`src/qsu_pkg.sv`:
```
// Package for the quoted string unescaper.
// Holds the phase type, status codes, character constants and decode helpers.
// Depends on nothing; used by the top level.
`timescale 1ns / 1ps

package qsu_pkg;

    // Decoder phase; the one unused code behaves as the error phase.
    typedef enum logic [2:0] {
        PH_OPEN   = 3'd0,
        PH_BODY   = 3'd1,
        PH_ESC    = 3'd2,
        PH_HEX1   = 3'd3,
        PH_HEX2   = 3'd4,
        PH_CLOSED = 3'd5,
        PH_ERROR  = 3'd6
    } phase_t;

    // Status codes reported with each result item.
    typedef enum logic [1:0] {
        ST_BUSY = 2'd0,
        ST_OK   = 2'd1,
        ST_BAD  = 2'd2
    } status_t;

    // Characters that the decoder recognizes.
    localparam logic [7:0] CH_DQUOTE    = 8'h22;
    localparam logic [7:0] CH_SQUOTE    = 8'h27;
    localparam logic [7:0] CH_BACKSLASH = 8'h5C;
    localparam logic [7:0] CH_X         = 8'h78;

    // Result of decoding one hex digit.
    typedef struct packed {
        logic       ok;
        logic [3:0] nibble;
    } hex_digit_t;

    // Result of mapping a simple escape byte.
    typedef struct packed {
        logic       ok;
        logic [7:0] value;
    } escape_t;

    // Hex digit in either case.
    function automatic hex_digit_t hex_value(input logic [7:0] b);
        hex_digit_t r;
        logic [7:0] diff;
        r    = '0;
        diff = '0;
        case (b) inside
            [8'h30:8'h39]:
            begin
                diff   = b - 8'h30;
                r.ok   = 1'b1;
                r.nibble = diff[3:0];
            end
            [8'h61:8'h66]:
            begin
                diff   = b - 8'h57;
                r.ok   = 1'b1;
                r.nibble = diff[3:0];
            end
            [8'h41:8'h46]:
            begin
                diff   = b - 8'h37;
                r.ok   = 1'b1;
                r.nibble = diff[3:0];
            end
            default:
            begin
                r = '0;
            end
        endcase
        return r;
    endfunction

    // Single-character escapes: n f r t v a b 0, both quotes and backslash.
    function automatic escape_t simple_escape(input logic [7:0] b);
        escape_t r;
        r.ok = 1'b1;
        unique case (b)
            8'h6E: r.value = 8'h0A;        // n
            8'h66: r.value = 8'h0C;        // f
            8'h72: r.value = 8'h0D;        // r
            8'h74: r.value = 8'h09;        // t
            8'h76: r.value = 8'h0B;        // v
            8'h61: r.value = 8'h07;        // a
            8'h62: r.value = 8'h08;        // b
            8'h30: r.value = 8'h00;        // 0
            CH_DQUOTE:    r.value = CH_DQUOTE;
            CH_SQUOTE:    r.value = CH_SQUOTE;
            CH_BACKSLASH: r.value = CH_BACKSLASH;
            default:
            begin
                r.ok    = 1'b0;
                r.value = 8'h00;
            end
        endcase
        return r;
    endfunction

endpackage

```
`src/qsu_byte_if.sv`:
```
// Valid/ready channel that carries one raw byte of a quoted literal per item.
// Standalone; used by the top level of the quoted string unescaper.
`timescale 1ns / 1ps

interface qsu_byte_if;
    logic       valid;
    logic       ready;
    logic [7:0] in_byte;
    logic       end_of_text;

    modport source (output valid, in_byte, end_of_text, input ready);
    modport sink   (input valid, in_byte, end_of_text, output ready);
endinterface

```
`src/qsu_char_if.sv`:
```
// Valid/ready channel that carries one decoded result per item.
// Standalone; used by the top level of the quoted string unescaper.
`timescale 1ns / 1ps

interface qsu_char_if;
    logic       valid;
    logic       ready;
    logic       char_valid;
    logic [7:0] char_value;
    logic [1:0] status;
    logic       end_mark;

    modport source (output valid, char_valid, char_value, status, end_mark, input ready);
    modport sink   (input valid, char_valid, char_value, status, end_mark, output ready);
endinterface

```
`src/quoted_string_unescaper.sv`:
```
// Quoted string unescaper: one raw byte in, one decoded result out per item.
// The path holds an input register, then the decode into a result register.
// Throughput is one item per cycle while char_stream.ready does not stall it;
// the decoder state registers are the only loop and close through a single small decode.
// Reset (rst_n, asynchronous, active low) empties both registers and returns
// the decoder to the expect-opening-quote phase; the final byte of each
// literal does the same to the decoder state.
`timescale 1ns / 1ps

module quoted_string_unescaper (
    input  logic       clk,
    input  logic       rst_n,
    qsu_byte_if.sink   byte_stream,
    qsu_char_if.source char_stream
);
    import qsu_pkg::*;

    // Input register.
    logic       in_vld_reg;
    logic [7:0] in_byte_reg;
    logic       in_last_reg;

    // Decoder state.
    phase_t     phase_reg, phase_next;
    logic       dquote_reg, dquote_next;
    logic [3:0] nibble_reg, nibble_next;

    // Result register.
    logic       out_vld_reg;
    logic       out_char_vld_reg;
    logic [7:0] out_char_reg;
    status_t    out_status_reg;
    logic       out_end_reg;

    // Decode outputs.
    logic       dec_char_vld;
    logic [7:0] dec_char;
    status_t    dec_status;
    hex_digit_t hex;
    escape_t    esc;
    logic [7:0] quote_char;

    logic       advance;
    logic       take_in;

    // The result register moves when it is empty or being drained.
    assign advance = !out_vld_reg || char_stream.ready;
    assign take_in = byte_stream.valid && byte_stream.ready;
    assign byte_stream.ready = !in_vld_reg || advance;

    assign hex        = hex_value(in_byte_reg);
    assign esc        = simple_escape(in_byte_reg);
    assign quote_char = dquote_reg ? CH_DQUOTE : CH_SQUOTE;

    // Input register.
    always_ff @(posedge clk or negedge rst_n)
    begin
        if (!rst_n)
        begin
            in_vld_reg <= 1'b0;
        end
        else if (byte_stream.ready)
        begin
            in_vld_reg <= byte_stream.valid;
        end
    end

    always_ff @(posedge clk)
    begin
        if (take_in)
        begin
            in_byte_reg <= byte_stream.in_byte;
            in_last_reg <= byte_stream.end_of_text;
        end
    end

    // Next phase and stored quote and hex nibble.
    always_comb
    begin
        phase_next  = phase_reg;
        dquote_next = dquote_reg;
        nibble_next = nibble_reg;
        unique case (phase_reg)
            PH_OPEN:
            begin
                if (in_byte_reg == CH_DQUOTE || in_byte_reg == CH_SQUOTE)
                begin
                    dquote_next = (in_byte_reg == CH_DQUOTE);
                    phase_next  = PH_BODY;
                end
                else
                begin
                    phase_next = PH_ERROR;
                end
            end
            PH_BODY:
            begin
                if (in_byte_reg == quote_char)
                begin
                    phase_next = PH_CLOSED;
                end
                else if (in_byte_reg == CH_BACKSLASH)
                begin
                    phase_next = in_last_reg ? PH_ERROR : PH_ESC;
                end
            end
            PH_ESC:
            begin
                if (in_byte_reg == CH_X)
                begin
                    phase_next = in_last_reg ? PH_ERROR : PH_HEX1;
                end
                else if (esc.ok)
                begin
                    phase_next = PH_BODY;
                end
                else
                begin
                    phase_next = PH_ERROR;
                end
            end
            PH_HEX1:
            begin
                if (!hex.ok || in_last_reg)
                begin
                    phase_next = PH_ERROR;
                end
                else
                begin
                    nibble_next = hex.nibble;
                    phase_next  = PH_HEX2;
                end
            end
            PH_HEX2:
            begin
                phase_next = hex.ok ? PH_BODY : PH_ERROR;
            end
            default:
            begin
                phase_next = PH_ERROR;
            end
        endcase
    end

    // Decoded character and status.
    always_comb
    begin
        dec_char_vld = 1'b0;
        dec_char     = 8'h00;
        unique case (phase_reg)
            PH_BODY:
            begin
                if (in_byte_reg != quote_char && in_byte_reg != CH_BACKSLASH)
                begin
                    dec_char_vld = 1'b1;
                    dec_char     = in_byte_reg;
                end
            end
            PH_ESC:
            begin
                if (in_byte_reg != CH_X && esc.ok)
                begin
                    dec_char_vld = 1'b1;
                    dec_char     = esc.value;
                end
            end
            PH_HEX2:
            begin
                if (hex.ok)
                begin
                    dec_char_vld = 1'b1;
                    dec_char     = {nibble_reg, hex.nibble};
                end
            end
            default:
            begin
                dec_char_vld = 1'b0;
            end
        endcase

        if (!in_last_reg)
        begin
            dec_status = ST_BUSY;
        end
        else if (phase_next == PH_ERROR)
        begin
            dec_status = ST_BAD;
        end
        else
        begin
            dec_status = ST_OK;
        end
    end

    // Decoder state: the final byte of a literal returns it to reset values.
    always_ff @(posedge clk or negedge rst_n)
    begin
        if (!rst_n)
        begin
            phase_reg  <= PH_OPEN;
            dquote_reg <= 1'b0;
            nibble_reg <= 4'h0;
        end
        else if (advance && in_vld_reg)
        begin
            if (in_last_reg)
            begin
                phase_reg  <= PH_OPEN;
                dquote_reg <= 1'b0;
                nibble_reg <= 4'h0;
            end
            else
            begin
                phase_reg  <= phase_next;
                dquote_reg <= dquote_next;
                nibble_reg <= nibble_next;
            end
        end
    end

    // Result register.
    always_ff @(posedge clk or negedge rst_n)
    begin
        if (!rst_n)
        begin
            out_vld_reg <= 1'b0;
        end
        else if (advance)
        begin
            out_vld_reg <= in_vld_reg;
        end
    end

    always_ff @(posedge clk)
    begin
        if (advance && in_vld_reg)
        begin
            out_char_vld_reg <= dec_char_vld;
            out_char_reg     <= dec_char;
            out_status_reg   <= dec_status;
            out_end_reg      <= in_last_reg;
        end
    end

    assign char_stream.valid      = out_vld_reg;
    assign char_stream.char_valid = out_char_vld_reg;
    assign char_stream.char_value = out_char_reg;
    assign char_stream.status     = out_status_reg;
    assign char_stream.end_mark   = out_end_reg;

    // A final status appears exactly on the item that ends a literal.
    a_status_on_end : assert property (@(posedge clk) disable iff (!rst_n)
        out_vld_reg |-> (out_end_reg == (out_status_reg != ST_BUSY)))
        else $error("status and end mark disagree");

    // A character with no valid flag reads as zero.
    a_char_zero : assert property (@(posedge clk) disable iff (!rst_n)
        (out_vld_reg && !out_char_vld_reg) |-> (out_char_reg == 8'h00))
        else $error("char value nonzero without a character");

    // The final byte of a literal brings the decoder back to the opening phase.
    a_restart : assert property (@(posedge clk) disable iff (!rst_n)
        (advance && in_vld_reg && in_last_reg) |=> (phase_reg == PH_OPEN))
        else $error("decoder did not restart after the final byte");

    // A result only leaves the input register when the result register moves.
    a_no_drop : assert property (@(posedge clk) disable iff (!rst_n)
        (in_vld_reg && !advance) |=> (in_vld_reg && $stable(in_byte_reg)))
        else $error("stalled item lost from the input register");

endmodule
```
`src/flat_wrapper.sv`:
```
// flat-port wrapper written by rule: the top's interface ports become plain ports
module quoted_string_unescaper_flat import qsu_pkg::*;
  (clk, rst_n, byte_stream_valid, byte_stream_in_byte, byte_stream_end_of_text, byte_stream_ready, char_stream_valid, char_stream_char_valid, char_stream_char_value, char_stream_status, char_stream_end_mark, char_stream_ready);
  qsu_byte_if byte_stream_i ();
  qsu_char_if char_stream_i ();
  input  logic clk;
  input  logic rst_n;
  input wire logic [$bits(byte_stream_i.valid)-1:0] byte_stream_valid;
  input wire logic [$bits(byte_stream_i.in_byte)-1:0] byte_stream_in_byte;
  input wire logic [$bits(byte_stream_i.end_of_text)-1:0] byte_stream_end_of_text;
  output wire logic [$bits(byte_stream_i.ready)-1:0] byte_stream_ready;
  output wire logic [$bits(char_stream_i.valid)-1:0] char_stream_valid;
  output wire logic [$bits(char_stream_i.char_valid)-1:0] char_stream_char_valid;
  output wire logic [$bits(char_stream_i.char_value)-1:0] char_stream_char_value;
  output wire logic [$bits(char_stream_i.status)-1:0] char_stream_status;
  output wire logic [$bits(char_stream_i.end_mark)-1:0] char_stream_end_mark;
  input wire logic [$bits(char_stream_i.ready)-1:0] char_stream_ready;
  assign byte_stream_i.valid = byte_stream_valid;
  assign byte_stream_i.in_byte = byte_stream_in_byte;
  assign byte_stream_i.end_of_text = byte_stream_end_of_text;
  assign byte_stream_ready = byte_stream_i.ready;
  assign char_stream_valid = char_stream_i.valid;
  assign char_stream_char_valid = char_stream_i.char_valid;
  assign char_stream_char_value = char_stream_i.char_value;
  assign char_stream_status = char_stream_i.status;
  assign char_stream_end_mark = char_stream_i.end_mark;
  assign char_stream_i.ready = char_stream_ready;
  quoted_string_unescaper u_core (.clk(clk), .rst_n(rst_n), .byte_stream(byte_stream_i), .char_stream(char_stream_i));
endmodule
```
`config.mk`:
```
export PLATFORM = sky130hd
export DESIGN_NAME = quoted_string_unescaper_flat
export DESIGN_NICKNAME = d
export VERILOG_FILES = /design/src/qsu_pkg.sv /design/src/qsu_byte_if.sv /design/src/qsu_char_if.sv /design/src/quoted_string_unescaper.sv /design/src/flat_wrapper.sv
export SDC_FILE = /design/constraint.sdc
export NUM_CORES = 1
export LEC_CHECK = 0
export ABC_AREA = 1
export BUFFER_PORTS_ARGS = -buffer_cell sky130_fd_sc_hd__buf_2
export CAP_MARGIN = 15
export CORE_ASPECT_RATIO = 1.25
export CORE_MARGIN = 2
export CORE_UTILIZATION = 45
export CTS_CLUSTER_SIZE = 16
export DETAILED_ROUTE_END_ITERATION = 12
export GPL_TIMING_DRIVEN = 0
export PLACE_DENSITY_LB_ADDON = 0.08
export SYNTH_ARGS = -nofsm -noshare
export SYNTH_HDL_FRONTEND = slang
export SYNTH_SLANG_ARGS = --single-unit
```
`constraint.sdc`:
```
create_clock -name clk -period 2.1 [get_ports clk]
set_input_delay 0 -clock clk [delete_from_list [all_inputs] [get_ports clk]]
set_output_delay 0 -clock clk [all_outputs]
set_load 0.005 [all_outputs]
```
# Word-level counts from Yosys, hierarchy flattened
# Cells that the tools add are included.
[word_totals]
regBits = 31
wordCells = 95
[classes]
n_addsub = 3
order_cmp = 6
n_eq_ne = 22
mux = 32
reduce_logical = 21
[op_table]
columns = ["operator", "count"]
rows = [
  ["== test 8 x 7 -> 1 bit, second input constant", 9],
  ["one-hot mux 7 bit (10 select lines)", 1],
  ["2-to-1 mux 3 bit", 10],
  ["== test 8 x 6 -> 1 bit, second input constant", 3],
  ["one-hot mux 8 bit (3 select lines)", 1],
  [">= comparator 8 x 7 -> 1 bit, second input constant", 2],
  ["less-or-equal comparator 8 x 7 -> 1 bit, second input constant", 2],
  ["2-to-1 mux 8 bit", 2],
  ["!= test 8 x 7 -> 1 bit, second input constant", 2],
  ["2-to-1 mux 5 bit", 3],
  ["one-hot mux 3 bit (5 select lines)", 1],
  ["2-to-1 mux 4 bit", 3],
  ["OR reduction 11 bit", 1],
  ["== test 8 x 6 -> 1 bit", 1],
  [">= comparator 8 x 6 -> 1 bit, second input constant", 1],
  ["less-or-equal comparator 8 x 6 -> 1 bit, second input constant", 1],
  ["!= test 8 x 6 -> 1 bit", 1],
  ["subtractor 4 x 3 -> 4 bit, second input constant", 2],
  ["logical AND 1 bit", 7],
  ["2-to-1 mux 1 bit", 7],
  ["2-to-1 mux 7 bit", 1],
  ["== test 3 x 2 -> 1 bit, second input constant", 2],
  ["== test 3 bit, second input constant", 2],
  ["AND reduction 3 bit", 2],
  ["9 further kinds", 17],
]

# Depth between registers and ports, before layout
# Gate-level depths: netlist (run 1).
[depth]
ltp_word = 11
mapped_depth = 14

# Worst setup path before layout (run 1)
# OpenSTA, ideal clock, no wires.
[synth_timing]
path_type = "reg-to-reg"
startpoint = "register u_core.in_byte_reg[0]"
endpoint = "register u_core.out_status_reg[1], in the netlist u_core.char_stream.status[1], data pin"
arrival_time_ns = 1.593
required_ns = 1.837
slack_ns = 0.244
path_stages_with_launch = 14
n_path_buf = 0
path_cell_list = "edfxtp_1 inv_1 ha_1 nand2_1 inv_1 nand2_1 nand2_2 nor2_1 nor2_2 nand2_1 nor2_1 nand2_2 nand2_1 nor2_1"
[synth_between]
elab_chain_cells = 11
[synth_lines]
columns = ["item", "line_no", "rtl"]
rows = [
  ["start, declared", "quoted_string_unescaper.sv:20", "logic [7:0] in_byte_reg;"],
  ["start signal, assigned", "quoted_string_unescaper.sv:72", "in_byte_reg <= byte_stream.in_byte;"],
  [">= comparator 8 x 7 -> 1 bit (not written as such) or less-or-equal comparator 8 x 7 -> 1 bit (tied branches)", "quoted_string_unescaper.sv:51", "assign hex = hex_value(in_byte_reg);"],
  ["logical AND 1 bit (not written as such)", "quoted_string_unescaper.sv:51", ""],
  ["2-to-1 mux 5 bit (3 in series)", "qsu_pkg.sv:50", "case (b) inside"],
  ["logical NOT 1 bit", "quoted_string_unescaper.sv:124", "if (!hex.ok || in_last_reg)"],
  ["logical OR 1 bit", "quoted_string_unescaper.sv:124", ""],
  ["2-to-1 mux 2 bit", "quoted_string_unescaper.sv:124", ""],
  ["one-hot mux 3 bit (5 select lines) (*)", "quoted_string_unescaper.sv:83", "unique case (phase_reg)"],
  ["== test 3 bit (*)", "quoted_string_unescaper.sv:185", "else if (phase_next == PH_ERROR)"],
  ["2-to-1 mux 2 bit (*)", "quoted_string_unescaper.sv:185", ""],
  ["end signal, assigned", "quoted_string_unescaper.sv:240", "out_status_reg <= dec_status;"],
  ["end, declared", "quoted_string_unescaper.sv:32", "status_t out_status_reg;"],
]
# Mark *: on every way between the ends. The rest lies on a longest branch, timed or not.
# A chain may end at the register's enable or synchronous reset.

# Worst setup path in the final report (run 1)
# Ends and elaborated chain as after synthesis.

==> out/metrics.csv, run 1 <==
metric;value;unit
Yosys top cell area share;0.3150;
most common cell after layout, fill and taps aside;nand2_1;
# rows;27;
total gr overflow;0;
Comb power frac;0.303;
post-synthesis compound-gate area fraction;0.08500;
crit path capture type;flop;
post-route ant nets;0;
vias per cell;4.862;
WL/cell;12.68;µm
Final Setup Violations;0;
via count;1794;
WP buf/inv;2;
initial antenna violation count;0;
crit share post-route;0.9320;
Starting Density;0.4594;
CTS buffer count;5;
IO Pins;27;
max capacitance violation total;0;
Crit path required time;2.13;ns
Post-Syn Area;0.002002;mm²
crit path DAT;1.99;ns
sequential-to-total area share from yosys stat;0.4400;
leak pwr;1.180;nW
CP top delay family;simple AND/OR/NAND/NOR gates;
maximum number of pins on one net before global-route repair;14;
Synthesized Nets;277;
Avg Inst Size Synth;7.700;µm²
crit path cell chain;inv_4 > ha_2 > nand2_1 > inv_1 > nand2_1 > nand2_2 > nor2_1 > nor2_2 > nand2_1 > nor2_1 > nand2_2 > nand2_1 > nor2_1;
chip width;63.66;µm
relative max-transition margin;0.6824;
slowest stage cell, crit path;edfxtp_1;
post-synth cell types;30;
Core ar.;0.004358;mm²
Sw Pwr;648.0;µW
HP Class;primary input to asynchronous set/reset pin;
Clock Tree Buf Depth;2;
Synth area leader;edfxtp_1;
# H-tree levels;2;
Final Wtd Congestion;0.8988;
#FFs+latches synth;31;
First-pass DRT Iterations;4;
RR Startpoint;u_core.in_byte_reg[0]$_DFFE_PP_;
die area;0.005001;mm²
crit path from;u_core.in_byte_reg[0]$_DFFE_PP_;
Max Clock Freq;510.9;MHz
IO Port Bufs;26;
Clock Skew;0.001537;ns
GRT Overall Usage;0.2102;
CTS tree;yes;
post-synthesis adder-cell area fraction;0.02500;
ys flop type;edfxtp_1;
Post-Route WL;4678;µm
Post-route DRC;0;
first-pass GRT wire length;7983;µm
clock latency on the worst-skew pair;0.28;ns
Setup CP Type;flop to flop;
Switching Fraction;0.3301;
Syn Inst Count;260;
Worst setup SP type;flop;
Area contributors post-synth;edfxtp_1 (31%), nand2_1 (14%), dfrtp_1 (13%);
DP HPWL;3668;µm
cell mode on critical path;nand2_1;
dpl ws;-0.1623;ns
WHS;0.09857;ns
Area growth, synth to finish;25.00;%
post-synthesis xor/xnor area fraction;0.01312;
Non-Filler Instances;369;
post-synthesis mux area share;0;
power share of the clock group;0.282;
Crit Path Max Fanout;5;
Final Hold Fails;0;
Placed Cells;344;
Seq pwr share;0.415;
critical path's largest stage delay;0.45;ns
run status;finished, final reports clean;
commonest non-fill, non-tap cells in the layout;nand2_1 (75), inv_1 (33), nor2_1 (33);
number of global-route vias before repair;1725;
EDFF count, synth;21;
Slew Limit Fails;0;
final worst slack;0.1429;ns
final core area utilization;0.5742;
Ys Warns;0;
VDD IR max;452.3;µV
layout cells sized above 1;0.2412;
final-stage net count;327;
Initial DRC Count;96;
Root Buffer;clkbuf_8;
R2R setup slack;0.14;ns
antenna cells;0;
clk sinks;31;
Die Y;78.57;µm
asr flop ratio synth;0.3226;
largest family of logic cells by synthesized area;simple AND/OR/NAND/NOR gates;
P_int;1.315;mW
Simple-Gate Fraction of Synth Area;0.3569;
CTS clock-pin slew for the worst setup and hold paths;0.06;ns
Least-Margin Pin Slew;0.4759;ns
power per cell area;784.4;mW/mm²
fin crit period;1.957;ns
timing repair:
action	CTS	global route
endpoints found under the hold margin	21	0
hold buffers	12	0
resized for setup	2	7
buffers inserted	1	4
setup endpoints to repair	13	10
pin swaps	0	0
worst paths after layout:
path / end / cells after the start
max: u_core.char_stream.status[1]$_SDFFCE_PN0P_ / 13
min: u_core.phase_reg[1]$_DFFE_PN0P_ / 2
max reg2reg: u_core.char_stream.status[1]$_SDFFCE_PN0P_ / 13
min reg2reg: u_core.nibble_reg[3]$_DFFE_PN0P_ / 2
max in group asynchronous: u_core.char_stream.valid$_DFFE_PN0P_ / 2
min in group clk: u_core.in_byte_reg[0]$_DFFE_PP_ / 2
metrics by stage:
step / area, µm² / total power, mW / TNS (ns)
floorplan: 2002 / 1.232 / 0
global placement: 2205 / 1.378 / -1.726
detailed placement: 2205 / 1.386 / -1.168
CTS: 2447 / 1.968 / 0
global route: 2502 / 2.091 / -0.01388
finish: 2502 / 1.963 / 0
cells in the mapped netlist, types with 2 or more instances:
cell and instances:
a21oi_1 4, buf_6 2, dfrtp_1 10, edfxtp_1 21
ha_1 4, inv_1 34, nand2_1 76, nand2_2 10
nand3_1 15, nand4_1 4, nor2_1 36, nor2_2 7
nor3_1 2, nor3_2 2, o211ai_1 5, o21ai_0 11
o21ai_1 2, xor2_1 3
power groups by stage:
| stage | logic [mW] | registers, mW | clock network, mW |
|---|---|---|---|
| 3_3_place_gp | 0.552 | 0.826 | 0 |
| 3_5_place_dp | 0.558 | 0.828 | 0 |
| 4_1_cts | 0.581 | 0.815 | 0.572 |
| 5_1_grt | 0.673 | 0.824 | 0.594 |
| 6_report | 0.595 | 0.814 | 0.554 |
| 2_1_floorplan | 0.410 | 0.822 | 0 |
per-layer routing:
metal  share of wire  routed length, µm  track usage
met1            0.41               1937       0.2401
met2            0.53               2473       0.3811
met3           0.034                161      0.04298
met4           0.022                105      0.08043
met5               0                  0            0
worst register-to-register path, delay by kind of cell, from the launching register on:
family	cells	cell delay, ns
and+or+nand+nor	10	0.80
DFF	1	0.45
adders and majority gates	1	0.24
buffers and inverters	2	0.23
cell type report:
type | instances | area (µm²)
Buffer | 2 | 22.52
Clock buffer | 7 | 107.6
Clock inverter | 1 | 5.005
Fill cell | 421 | 1856
Inverter | 36 | 140.1
Multi-Input combinational cell | 191 | 985.9
Sequential cell | 31 | 880.8
Tap cell | 58 | 72.57
Timing Repair Buffer | 43 | 287.8
cells by family (layout without fill, tap and decap cells):
kind of cell,Yosys count,after routing
and+or+nand+nor,157,157
buffers and inverters,38,89
DFF,31,31
AOI/OAI and AO/OA,27,27
adders and majority gates,4,4
xor gates and xnor gates,3,3
Note: power is estimated with default switching activity, not from simulation.
==> run 2: changes to the inputs <==
- REMOVE_ABC_BUFFERS: not set -> 1
==> run 2 against run 1 <==
Hold slack better by 0.0075 ns. Final cell count increased by 1.6%. Critical path depth down 1. Setup slack got worse by 0.015 ns. Register-to-register slack worse by 0.02 ns. Wire length rose by 5.2%. Critical path type unchanged. Critical endpoint is now u_core.char_stream.char_value[4]$_DFFE_PP_. Largest cell class unchanged. Clock skew up 0.0039 ns. Maximum frequency down 0.78%. Largest power group unchanged. Highest routed layer unchanged.
==> out/metrics.csv, run 2 (synthesis gave the netlist of run 1 again) <==
metric;value;unit
run status;finished, final reports clean;
Final Wtd Congestion;0.8684;
clock latency on the worst-skew pair;0.29;ns
Final Power;1.876;mW
IO Pins;27;
Root Buffer;clkbuf_8;
crit share post-route;0.9393;
RSZ-0062 raised after global routing;yes;
Final Hold Fails;0;
fin crit period;1.973;ns
vias per cell;4.880;
Sw Pwr;657.1;µW
total gr overflow;0;
Final Setup Violations;0;
leak pwr;1.194;nW
# rows;27;
Least-Margin Pin Slew;0.4785;ns
HP Class;primary input to asynchronous set/reset pin;
Max Clock Freq;507.0;MHz
most common cell after layout, fill and taps aside;nand2_1;
dpl ws;-0.1773;ns
# H-tree levels;2;
Initial DRC Count;104;
VDD IR max;378.3;µV
power per cell area;743.2;mW/mm²
final worst slack;0.1274;ns
Crit path required time;2.13;ns
Starting Density;0.4594;
chip width;63.66;µm
Worst setup SP type;flop;
critical path's largest stage delay;0.46;ns
post-route ant nets;0;
layout cells sized above 1;0.2524;
crit path DAT;2.00;ns
slowest stage cell, crit path;edfxtp_1;
Core ar.;0.004358;mm²
Post-Route WL;4923;µm
cell mode on critical path;nand2_1;
Seq pwr share;0.436;
Slew Limit Fails;0;
maximum number of pins on one net before global-route repair;14;
WL/cell;13.13;µm
antenna cells;0;
relative max-transition margin;0.6793;
DP HPWL;3689;µm
P_int;1.219;mW
Setup CP Type;flop to flop;
Switching Fraction;0.3502;
IO Port Bufs;26;
clk sinks;31;
Clock Skew;0.005387;ns
First-pass DRT Iterations;4;
Clock Tree Buf Depth;2;
die area;0.005001;mm²
crit path cell chain;buf_6 > ha_1 > inv_1 > nor3_1 > nand2_1 > nand2_1 > nor2_2 > nand3_1 > nand2_1 > inv_1 > nand2_1 > o211ai_1;
CTS clock-pin slew for the worst setup and hold paths;0.07;ns
final-stage net count;333;
via count;1830;
Crit Path Max Fanout;5;
Die Y;78.57;µm
CTS buffer count;5;
CTS tree;yes;
setup tns final;0;ns
first-pass GRT wire length;7997;µm
commonest non-fill, non-tap cells in the layout;nand2_1 (74), inv_1 (33), nor2_1 (33);
Area growth, synth to finish;26.12;%
initial antenna violation count;0;
final core area utilization;0.5794;
number of global-route vias before repair;1740;
crit path capture type;flop;
Comb power frac;0.321;
max capacitance violation total;0;
GRT Overall Usage;0.2115;
power share of the clock group;0.243;
Post-route DRC;0;
## run 2: cell type report
| class | instances | area [µm²] |
|---|---|---|
| clock buffers | 7 | 76.32 |
| clock inverters | 1 | 5.005 |
| fillers | 397 | 1833 |
| inverters | 36 | 140.1 |
| multi-input cells | 191 | 998.5 |
| flip-flops and latches | 31 | 880.8 |
| well taps | 58 | 72.57 |
| repair buffers | 51 | 351.6 |
## run 2: power groups by stage
stage / Sequential [mW] / Combinational [mW] / Clock [mW]
floorplan: 0.829 / 0.398 / 0
global placement: 0.835 / 0.537 / 0
detailed placement: 0.836 / 0.544 / 0
CTS: 0.821 / 0.572 / 0.460
global route: 0.827 / 0.677 / 0.487
finish: 0.818 / 0.602 / 0.457
## run 2: worst max-delay path: cells and delay by family, from the launching register on
kind | cells | cell delay (ns)
AOI/OAI and AO/OA | 1 | 0.08
and+or+nand+nor | 7 | 0.62
adders and majority gates | 1 | 0.20
buffers and inverters | 3 | 0.35
DFF | 1 | 0.46
## run 2: metrics by stage
step / area [µm²] / cells / hold WS (ns)
after global routing: 2525 / 375 / 0.1529
final: 2525 / 375 / 0.1060
after CTS: 2406 / 365 / 0.1212
after floorplan: 1979 / 258 / -0.2956
after detailed placement: 2182 / 342 / -0.1141
after global placement: 2182 / 342 / -0.1190
## run 2: worst paths after layout
path / start / end / slack [ns] / cells past startpoint
worst max-delay path: u_core.in_byte_reg[0]$_DFFE_PP_ / u_core.char_stream.char_value[4]$_DFFE_PP_ / 0.13 / 12
worst min-delay path: rst_n / u_core.nibble_reg[0]$_DFFE_PN0P_ / 0.11 / 2
worst max register to register: u_core.in_byte_reg[0]$_DFFE_PP_ / u_core.char_stream.char_value[4]$_DFFE_PP_ / 0.13 / 12
worst min register to register: u_core.char_stream.valid$_DFFE_PN0P_ / u_core.char_stream.valid$_DFFE_PN0P_ / 0.53 / 2
max in group asynchronous: rst_n / u_core.nibble_reg[2]$_DFFE_PN0P_ / 1.79 / 2
min in group clk: byte_stream_in_byte[5] / u_core.in_byte_reg[5]$_DFFE_PP_ / 0.41 / 2
## run 2: layer usage
layer	wire [µm]	global-route usage	vias up	part of all wire
li1	-	-	954	-
met1	1984	0.2313	814	0.40
met2	2586	0.3842	50	0.53
met3	224	0.04871	12	0.046
met4	127	0.09565	0	0.026
met5	0	0	-	0
## run 2: timing repair
item	CTS	global route
hold buffers	12	0
buffers inserted	3	10
endpoints found under the hold margin	21	0
gates resized for setup	1	11
pin swaps	0	2
endpoints found under the setup margin	17	10
==> run 3: changes to the inputs <==
- ABC_AREA: 1 -> not set
- clock period: 2.1 -> 2.4 ns (I/O delays scaled with it)
==> run 3 against run 2 <==
Critical path depth is 4 lower. Global-route usage is 0.40 points higher. Clock-buffer cell count is 2 lower. Register-to-register slack worse by 0.11 ns. Maximum frequency is 17% lower. Sequential cell count stayed put. Setup slack worse by 0.11 ns. Final cell count is 21% lower. Wire length is 0.37% lower. Combinational power is 35% lower. Synthesized cell count is 28% lower. Hold slack worse by 0.095 ns. Largest power group unchanged.
==> out/metrics.csv, run 3 <==
metric;value;unit
DP Area;0.002083;mm²
slowest stage cell, crit path;a2111o_1;
GRT Overall Usage;0.2155;
EDFF count, synth;21;
number of global-route vias before repair;1701;
# rows;26;
antenna cells;0;
IO Port Bufs;26;
Avg Inst Size Synth;10.26;µm²
Worst R2R Path Depth;8;
Final Hold Fails;0;
#FFs+latches synth;31;
Crit Path Max Fanout;6;
CTS clock-pin slew for the worst setup and hold paths;0.06;ns
Least-Margin Pin Slew;0.6954;ns
crit path capture type;flop;
power share of the clock group;0.308;
Switching Fraction;0.2925;
final core area utilization;0.6142;
Ys Warns;0;
crit share post-route;0.9914;
Placed Cells;261;
Seq pwr share;0.449;
Area contributors post-synth;edfxtp_1 (33%), dfrtp_1 (13%), nand2_1 (3.7%);
Synth area leader;edfxtp_1;
layout cells sized above 1;0.3222;
Sw Pwr;473.0;µW
worst hold endpoint;u_core.char_stream.valid$_DFFE_PN0P_;
CP top delay family;compound AO/OA/AOI/OAI gates;
CTS buffer count;5;
Core ar.;0.004099;mm²
worst r2r dst;u_core.char_stream.status[1]$_SDFFCE_PN0P_;
via count;1763;
Final Power;1.617;mW
synth cell count leaders;edfxtp_1 (21), nand2_1 (19), nor2_1 (15), o21ai_0 (11), dfrtp_1 (10);
count leader, synth;edfxtp_1;
RSZ-0062 raised after global routing;yes;
Comb power frac;0.243;
hold_sp;char_stream_ready;
clk sinks;31;
Post-Syn Area;0.001929;mm²
register area;880.8;µm²
Multi-input gate area;0.001084;mm²
Setup CP Type;flop to flop;
Worst setup SP type;flop;
Die Y;77.21;µm
Final Instance Area;0.002517;mm²
Syn Inst Count;188;
critical path's largest stage delay;0.48;ns
Yosys top cell area share;0.3268;
Clock Tree Buf Depth;2;
CTS tree;yes;
power per cell area;642.3;mW/mm²
relative max-transition margin;0.5328;
IO Pins;27;
leak pwr;0.9868;nW
fillers;359;
HP Class;primary input to flop;
P_int;1.144;mW
commonest non-fill, non-tap cells in the layout;buf_2 (26), edfxtp_1 (21), nand2_1 (19);
Crit path required time;2.44;ns
Slew Limit Fails;0;
max capacitance violation total;0;
Clock Skew;0.004580;ns
VDD IR max;552.6;µV
# H-tree levels;2;
sequential-to-total area share from yosys stat;0.4565;
Post-Route WL;4905;µm
chip width;62.57;µm
ys flop type;edfxtp_1;
Final Wtd Congestion;0.8883;
WP buf/inv;1;
crit path cell chain;inv_2 > ha_4 > o21bai_4 > a2111o_1 > o21ai_4 > a21oi_2 > o31a_1 > o311a_1;
Initial DRC Count;90;
DP HPWL;3274;µm
initial antenna violation count;0;
run status;finished, final reports clean;
final-stage net count;255;
clock latency on the worst-skew pair;0.29;ns
First-pass DRT Iterations;4;
total gr overflow;0;
fin crit period;2.379;ns
die area;0.004830;mm²
post-route ant nets;0;
Starting Density;0.4707;
Root Buffer;clkbuf_8;
crit path DAT;2.42;ns
RR Startpoint;u_core.in_byte_reg[0]$_DFFE_PP_;
Max Clock Freq;420.3;MHz
Final Setup Violations;0;
R2R setup slack;0.02;ns
worst hold path depth;3;
Area growth, synth to finish;30.48;%
post-synth cell types;58;
first-pass GRT wire length;8169;µm
most common cell after layout, fill and taps aside;buf_2;
Non-Filler Instances;295;
asr flop ratio synth;0.3226;
maximum number of pins on one net before global-route repair;15;
vias per cell;5.976;
Post-route DRC;0;
WL/cell;16.63;µm
## run 3: cell types whose count changed in the layout (fill, tap and decap cells not counted), moves of 10 or more
| cell | previous run | this run |
|---|---|---|
| nand2_1 | 74 | 19 |
| inv_1 | 33 | 4 |
| nor2_1 | 33 | 15 |
| nand3_1 | 15 | 2 |
| nand2_2 | 12 | 0 |
| nor2_2 | 10 | 0 |
## run 3: timing repair
item	CTS	global route
hold endpoints to repair	20	0
setup endpoints to repair	18	11
buffers inserted	9	6
cloned	0	0
pin swaps	1	9
hold buffers	11	0
resized for setup	10	12
## run 3: cell type report
type,instances,share of cell area
Tap cell,56,0.02783
Clock buffer,5,0.02734
Multi-Input combinational cell,142,0.4304
Inverter,6,0.008946
Sequential cell,31,0.3499
Timing Repair Buffer,52,0.1402
Clock inverter,3,0.01541
## run 3: per-stage QoR
step / setup TNS [ns] / setup WS (ns) / hold WS, ns
after floorplan: -0.3444 / -0.1505 / -0.2956
after global placement: -5.092 / -0.4773 / -0.1238
after detailed placement: -5.283 / -0.4758 / -0.1220
after CTS: -0.02346 / -0.02346 / 0.008183
after global routing: -0.1057 / -0.02905 / 0.06427
final: 0 / 0.02074 / 0.01102
## run 3: worst reg2reg max path, cell delays in order (launching register included)
cell and delay (ns):
edfxtp_1 0.43, inv_2 0.15, ha_4 0.19, o21bai_4 0.07, a2111o_1 0.48, o21ai_4 0.14
a21oi_2 0.08, o31a_1 0.27, o311a_1 0.34
## run 3: worst max path at each step
stage                                         start                                          to  slack (ns)  cells past startpoint
floorplan           u_core.in_byte_reg[0]$_DFFE_PP_  u_core.char_stream.status[1]$_SDFFCE_PN0P_       -0.15                      8
global placement    u_core.in_byte_reg[0]$_DFFE_PP_  u_core.char_stream.status[1]$_SDFFCE_PN0P_       -0.48                      8
detailed placement  u_core.in_byte_reg[0]$_DFFE_PP_  u_core.char_stream.status[1]$_SDFFCE_PN0P_       -0.48                      8
CTS                 u_core.in_byte_reg[1]$_DFFE_PP_  u_core.char_stream.status[1]$_SDFFCE_PN0P_       -0.02                      8
global route        u_core.in_byte_reg[0]$_DFFE_PP_  u_core.char_stream.status[1]$_SDFFCE_PN0P_       -0.03                      8
finish              u_core.in_byte_reg[0]$_DFFE_PP_  u_core.char_stream.status[1]$_SDFFCE_PN0P_        0.02                      8
## run 3: power groups by stage
stage          combinational (mW)  clock [mW]  sequential (mW)
3_3_place_gp                0.292           0            0.734
5_1_grt                     0.435       0.526            0.734
6_report                    0.394       0.498            0.726
2_1_floorplan               0.214           0            0.717
3_5_place_dp                0.297           0            0.738
4_1_cts                     0.346       0.505            0.721
## run 3: cell families (layout without fill, tap and decap cells)
logic type / count (synthesis) / in the layout / synth area share
AND/OR/NAND/NOR: 78 / 78 / 0.2315
AO/OA/AOI/OAI: 51 / 51 / 0.2030
adder cells (fa/ha/maj): 4 / 4 / 0.02594
flip-flops: 31 / 31 / 0.4565
buffers and inverters: 15 / 66 / 0.03566
XOR/XNOR: 3 / 3 / 0.01362
multiplexers: 6 / 6 / 0.03372
## run 3: routing by layer
| layer | GRT usage | part of all wire |
|---|---|---|
| met1 | 0.2547 | 0.39 |
| met2 | 0.3667 | 0.51 |
| met3 | 0.03372 | 0.058 |
| met4 | 0.1289 | 0.040 |
| met5 | 0 | 0 |
